===== src/rtl/crsd_pkg.sv =====
// ----------------------------------------------------------------------------
// crsd_pkg
// Types, constants and helpers for the channel run state detector.
// ----------------------------------------------------------------------------
package crsd_pkg;

  localparam int NUM_CHANNELS_DEF = 19;
  localparam logic [3:0] CONFIRM_RESET = 4'd3;
  localparam logic [3:0] AGREE_MAX = 4'd15;

  typedef enum logic [1:0] {
    EV_NONE     = 2'd0,
    EV_START    = 2'd1,
    EV_STOP     = 2'd2,
    EV_DECREASE = 2'd3
  } ev_t;

  typedef struct packed {
    logic [4:0]         channel;
    logic signed [23:0] seconds_count;
    logic [16:0]        time_of_day;
    logic               session_start;
    logic               day_rollover;
  } in_t;

  typedef struct packed {
    logic [4:0]  out_channel;
    logic [1:0]  event_res;
    logic [16:0] event_time;
    logic        running;
    logic [31:0] today_seconds;
  } out_t;

  typedef struct packed {
    logic signed [23:0] last_count;
    logic               run_flag;
    logic [3:0]         agree_count;
    logic [31:0]        day_total;
  } state_t;

  localparam int STATE_W = $bits(state_t);

  // total + delta, clamped to 0 .. 2^32-1
  function automatic logic [31:0] sat_add(input logic [31:0] total,
                                          input logic signed [23:0] delta);
    logic [33:0] s;
    s = {2'b00, total} + {{10{delta[23]}}, delta};
    if (s[33]) begin
      sat_add = 32'd0;
    end else if (s[32]) begin
      sat_add = 32'hFFFF_FFFF;
    end else begin
      sat_add = s[31:0];
    end
  endfunction

endpackage


===== src/rtl/crsd_ram.sv =====
// ----------------------------------------------------------------------------
// crsd_ram
// Generic single write port, single read port RAM with registered read.
// ----------------------------------------------------------------------------
module crsd_ram #(
  parameter int WIDTH = 8,
  parameter int DEPTH = 16,
  parameter int AW    = (DEPTH > 1) ? $clog2(DEPTH) : 1
) (
  input  logic             clk,
  input  logic             we,
  input  logic [AW-1:0]    waddr,
  input  logic [WIDTH-1:0] wdata,
  input  logic             re,
  input  logic [AW-1:0]    raddr,
  output logic [WIDTH-1:0] rdata
);

  logic [WIDTH-1:0] mem [DEPTH];

  always_ff @(posedge clk) begin
    if (we) begin
      mem[waddr] <= wdata;
    end
    if (re) begin
      rdata <= mem[raddr];
    end
  end

endmodule


===== src/rtl/channel_run_state_detector_unit.sv =====
// ----------------------------------------------------------------------------
// channel_run_state_detector_unit
// Per-channel run/stop detector with confirmation hysteresis and day totals.
// ----------------------------------------------------------------------------
// Pipeline: the input transfer loads stage 1 and the registered state RAM
//   read; the output register then loads from stage 1 when the output is free.
// Throughput: one item per cycle unless the output stalls; per-channel state
//   RMW in a registered-read RAM, bypassing the previous write to the channel.
// Reset: synchronous; clears confirm to 3, per-channel valid bits (state
//   reads as zero) and the pipeline. No clearing pass.
module channel_run_state_detector_unit #(
  parameter int NUM_CHANNELS = crsd_pkg::NUM_CHANNELS_DEF
) (
  input  logic           clk,
  input  logic           rst,
  input  logic           in_valid,
  output logic           in_ready,
  input  crsd_pkg::in_t  in_data,
  output logic           out_valid,
  input  logic           out_ready,
  output crsd_pkg::out_t out_data,
  input  logic           cfg_we,
  input  logic [3:0]     cfg_data
);

  localparam int AW = (NUM_CHANNELS > 1) ? $clog2(NUM_CHANNELS) : 1;

  logic [3:0]                   confirm;
  logic                         s1_valid;
  crsd_pkg::in_t                s1_data;
  logic                         s1_fwd;
  crsd_pkg::state_t             fwd_state;
  logic [NUM_CHANNELS-1:0]      vld;

  logic                         s1_adv;
  logic                         s1_fire;
  logic                         in_fire;
  logic                         in_range;
  logic                         we;
  logic [AW-1:0]                s1_addr;
  logic [AW-1:0]                in_addr;
  logic [crsd_pkg::STATE_W-1:0] rd_data;
  crsd_pkg::state_t             cur;
  crsd_pkg::state_t             st_next;
  crsd_pkg::out_t               res_next;

  assign s1_adv   = !out_valid || out_ready;
  assign s1_fire  = s1_valid && s1_adv;
  assign in_ready = !s1_valid || s1_adv;
  assign in_fire  = in_valid && in_ready;
  assign in_range = 32'(s1_data.channel) < 32'(NUM_CHANNELS);
  assign we       = s1_fire && in_range;
  assign s1_addr  = AW'(s1_data.channel);
  assign in_addr  = AW'(in_data.channel);

  crsd_ram #(
    .WIDTH (crsd_pkg::STATE_W),
    .DEPTH (NUM_CHANNELS),
    .AW    (AW)
  ) u_state_ram (
    .clk   (clk),
    .we    (we),
    .waddr (s1_addr),
    .wdata (st_next),
    .re    (in_fire),
    .raddr (in_addr),
    .rdata (rd_data)
  );

  always_comb begin
    if (s1_fwd) begin
      cur = fwd_state;
    end else if (in_range && vld[s1_addr]) begin
      cur = crsd_pkg::state_t'(rd_data);
    end else begin
      cur = '0;
    end
  end

  always_comb begin
    logic [3:0]     agree_inc;
    crsd_pkg::ev_t  ev;
    st_next = cur;
    ev      = crsd_pkg::EV_NONE;
    if (s1_data.session_start) begin
      st_next.day_total  = crsd_pkg::sat_add(cur.day_total, cur.last_count);
      st_next.last_count = '0;
      if (s1_data.day_rollover) begin
        st_next.day_total = '0;
      end
    end
    agree_inc = (cur.agree_count == crsd_pkg::AGREE_MAX) ? crsd_pkg::AGREE_MAX
                                                         : cur.agree_count + 4'd1;
    if (s1_data.seconds_count > st_next.last_count) begin
      if (!cur.run_flag) begin
        if (agree_inc >= confirm) begin
          st_next.agree_count = '0;
          st_next.run_flag    = 1'b1;
          ev                  = crsd_pkg::EV_START;
        end else begin
          st_next.agree_count = agree_inc;
        end
      end else begin
        st_next.agree_count = '0;
      end
    end else if (s1_data.seconds_count == st_next.last_count) begin
      if (cur.run_flag) begin
        if (agree_inc >= confirm) begin
          st_next.agree_count = '0;
          st_next.run_flag    = 1'b0;
          ev                  = crsd_pkg::EV_STOP;
        end else begin
          st_next.agree_count = agree_inc;
        end
      end else begin
        st_next.agree_count = '0;
      end
    end else begin
      ev = crsd_pkg::EV_DECREASE;
    end
    st_next.last_count = s1_data.seconds_count;

    res_next.out_channel = s1_data.channel;
    if (in_range) begin
      res_next.event_res     = ev;
      res_next.event_time    = (ev != crsd_pkg::EV_NONE) ? s1_data.time_of_day : '0;
      res_next.running       = st_next.run_flag;
      res_next.today_seconds = crsd_pkg::sat_add(st_next.day_total,
                                                 s1_data.seconds_count);
    end else begin
      res_next.event_res     = crsd_pkg::EV_NONE;
      res_next.event_time    = '0;
      res_next.running       = 1'b0;
      res_next.today_seconds = '0;
    end
  end

  always_ff @(posedge clk) begin
    if (rst) begin
      confirm   <= crsd_pkg::CONFIRM_RESET;
      s1_valid  <= 1'b0;
      s1_fwd    <= 1'b0;
      vld       <= '0;
      out_valid <= 1'b0;
    end else begin
      if (cfg_we) begin
        confirm <= cfg_data;
      end
      if (in_fire) begin
        s1_valid <= 1'b1;
        s1_fwd   <= we && (s1_data.channel == in_data.channel);
      end else if (s1_fire) begin
        s1_valid <= 1'b0;
      end
      if (we) begin
        vld[s1_addr] <= 1'b1;
      end
      if (s1_fire) begin
        out_valid <= 1'b1;
      end else if (out_ready) begin
        out_valid <= 1'b0;
      end
    end
  end

  always_ff @(posedge clk) begin
    if (in_fire) begin
      s1_data <= in_data;
    end
    if (we) begin
      fwd_state <= st_next;
    end
    if (s1_fire) begin
      out_data <= res_next;
    end
  end

endmodule


===== config.mk =====
export PLATFORM = sky130hd
export DESIGN_NAME = channel_run_state_detector_unit
export DESIGN_NICKNAME = d
export VERILOG_FILES = /design/src/rtl/crsd_pkg.sv /design/src/rtl/crsd_ram.sv /design/src/rtl/channel_run_state_detector_unit.sv
export SDC_FILE = /design/constraint.sdc
export NUM_CORES = 2
export LEC_CHECK = 0
export BUFFER_PORTS_ARGS = -buffer_cell sky130_fd_sc_hd__buf_2
export CORE_ASPECT_RATIO = 0.6
export CORE_MARGIN = 5
export CORE_UTILIZATION = 35
export DETAILED_ROUTE_END_ITERATION = 10
export PLACE_DENSITY_LB_ADDON = 0.08
export SLEW_MARGIN = 20
export SYNTH_ARGS = -nofsm -noshare
export SYNTH_HDL_FRONTEND = slang
export SYNTH_SLANG_ARGS = --single-unit

===== constraint.sdc =====
create_clock -name clk -period 15.1 [get_ports clk]
set_input_delay 2.265 -clock clk [delete_from_list [all_inputs] [get_ports clk]]
set_output_delay 2.265 -clock clk [all_outputs]
set_load 0.05 [all_outputs]

==> impl_metrics.json <==
{
  "ys_top_cells_by_area": "edfxtp_1, mux4_2, ha_1, nand2_1, o21ai_0",
  "dr_wl_met3_mm": 8.903,
  "fin_ws_ns": 4.888,
  "portBuffers": 115,
  "met2_length_mm": 70.41,
  "drv_slew": 0,
  "worst_path_largest_cell_delay_ns": 0.83,
  "core_area_um2": 164600,
  "io_pins": 116,
  "synth_common_cells": "edfxtp_1, mux4_2, nand2_1",
  "preCtsSetupSlack_ns": 4.548,
  "clockBufferDepth": 4,
  "fin_total_pwr_mw": 8.147,
  "start_util": 0.3536,
  "hp-class": "flop to flop",
  "worstPathRequired_ns": 15.57,
  "synthXorXnorAreaFrac": 0.008728,
  "postCtsSetupBuffers": 0,
  "tns_ns": 0,
  "grt_overflow": 0,
  "nNetsFinal": 3514,
  "ant_nets": 0,
  "fp.dieH_um": 325.9,
  "crit_path_max_fanout": 62,
  "critPathArrivalTime_ns": 10.68,
  "dpl_cell_area_um2": 61920,
  "insertion_delay_ns": 0.80,
  "cts_made_buffers": 146,
  "avgRoutedWirePerCell_um": 28.87,
  "netlist_area_um2": 58200,
  "htree_levels": 4,
  "ys_seq_area_frac": 0.7240,
  "vias": 30470,
  "grt_max_degree": 126,
  "ctsResizeCount": 0,
  "drc": 0,
  "place_congestion": 0.8628,
  "final-setup-viol-count": 0,
  "leakagePower_nw": 22.70,
  "grt_use_total": 0.1857,
  "grt_pass1_vias": 30800,
  "synthAdderAreaFrac": 0.02111,
  "cts.sink_count": 1412,
  "peakVddDrop_mv": 0.06869,
  "synthDistinctLibCells": 81,
  "rsz0062_at_grt": "no",
  "ys_ff_latch": 1412,
  "syn_nets": 3300,
  "hpwl_mm": 97.19,
  "multi_input_area_um2": 15410,
  "routed_wl_mm": 164.2,
  "clk_pin_slew_ns": 0.06,
  "status": "finished clean",
  "synthMuxAreaShare": 0.1429,
  "hold_violations": 0,
  "dr.max_layer_used": "met4",
  "ys_warn_count": 0,
  "design_area_um2": 66250,
  "hp-start": "vld[2]",
  "antenna_found_initial": 11,
  "startpoint": "s1_addr[0]",
  "die_x_um": 536.5,
  "seq_area_um2": 42140,
  "maxSlewHeadroom": 0.2413,
  "dr.pass1.iters": 5,
  "synth_top_area_frac": 0.7151,
  "max_cap_viol_count": 0,
  "synth_top_family_by_area": "multiplexers",
  "crit_type": "flop to flop",
  "grt_pass1_wl_mm": 234.5,
  "areaGrowthSynthToFinish_pct": 13.83,
  "cts-root-buf": "clkbuf_16",
  "synth.avg_cell_area_um2": 18.50,
  "fmaxAchievable_ghz": 0.09793,
  "synth_edf_count": 1386,
  "die_area_um2": 174800,
  "wl_met1_mm": 82.62,
  "postCtsHoldBufs": 0,
  "yosysTopAreaCell": "edfxtp_1",
  "place_inst": 5435,
  "vias_per_cell": 5.358,
  "fin_crit_sh": 0.6763,
  "synthArstFlopShare": 0,
  "critPathLaunchType": "flop",
  "synth_most_common_cell": "edfxtp_1",
  "post-route-min-period_ns": 10.21,
  "powerDensity_nw_per_um2": 123.0,
  "drt_iter0_drc": 2729,
  "fillCellCount": 14850,
  "rows": 115,
  "stdcell_count": 5687,
  "timing.rr.start": "s1_addr[0]",
  "synth_simple_gate_area_frac": 0.03902,
  "synthCells": 3146,
  "synth_flop_cell": "edfxtp_1",
  "synth_compound_area_frac": 0.04994,
  "cts_tree": "yes",
  "worst_slew_pin_slew_ns": 1.138,
  "final_core_util": 0.4025,
  "layout-drive-gt1-share": 0.2579,
  "cp_slowest_cell": "a21o_2",
  "critPathCaptureType": "flop",
  "holdWs_ns": 0.4701,
  "clock_skew_ns": 0.06088
}
==> routing by layer <==
| layer | vias up | global-route usage |
|---|---|---|
| met4 | 0 | 0.03069 |
| met1 | 16370 | 0.3006 |
| li1 | 13090 | - |
| met2 | 834 | 0.2668 |
| met5 | - | 0 |
| met3 | 177 | 0.02790 |
==> path summary, 6_finish.rpt <==
kind | slack [ns] | cells past startpoint | to
min | 0.47 | 2 | vld[2]
min reg2reg | 0.47 | 2 | vld[2]
max | 4.89 | 30 | out_data[31]
max reg2reg | 4.89 | 30 | out_data[31]
==> cell usage in the layout (no fill, tap or decap), types with 39 or more instances in the layout <==
cell | netlist | routed
edfxtp_1 | 1386 | 1386
mux4_2 | 309 | 309
nand2_1 | 249 | 249
o21ai_0 | 149 | 148
clkbuf_16 | 0 | 148
nor2_1 | 128 | 112
buf_2 | 14 | 110
buf_4 | 2 | 108
ha_1 | 95 | 95
a21oi_1 | 83 | 83
mux2i_1 | 66 | 66
mux2_2 | 62 | 62
a21o_1 | 39 | 39
==> registers in the layout, summed over array words and instances (netlist names) <==
name and flops:
fwd_state 61, s1_addr 5, u_state_ram.mem 1159, s1_data 43, confirm 4, u_state_ram.rdata 61
out_data 57, s1_valid 1, s1_fwd 1, vld 19, out_valid 1
==> layout make-up <==
| class | instances | share of cell area |
|---|---|---|
| Tap cell | 2223 | 0.04198 |
| Timing Repair Buffer | 224 | 0.02208 |
| Sequential cell | 1412 | 0.6361 |
| Clock inverter | 71 | 0.007403 |
| Clock buffer | 179 | 0.05781 |
| Inverter | 32 | 0.001907 |
| Antenna cell | 2 | 0.00007554 |
| Multi-Input combinational cell | 1544 | 0.2326 |
==> where the power goes <==
part	switching [mW]	internal, mW	total (mW)
registers	0.0413	4.33	4.37
clock network	1.50	1.89	3.39
logic	0.244	0.143	0.388
==> critical path, delay by kind of cell, from the launching register on <==
kind,cells,cell delay (ns)
AO/OA/AOI/OAI,21,5.99
XOR/XNOR,1,0.17
adder cells (fa/ha/maj),2,0.87
buffers and inverters,2,1.07
flip-flops,1,0.82
AND/OR/NAND/NOR,4,0.85
==> cells by family after synthesis <==
kind of cell | Yosys count
muxes | 437
AOI/OAI and AO/OA | 442
adders and majority gates | 97
buffers and inverters | 190
xor gates and xnor gates | 55
DFF | 1412
and+or+nand+nor | 513
(Power assumes the default switching activity.)
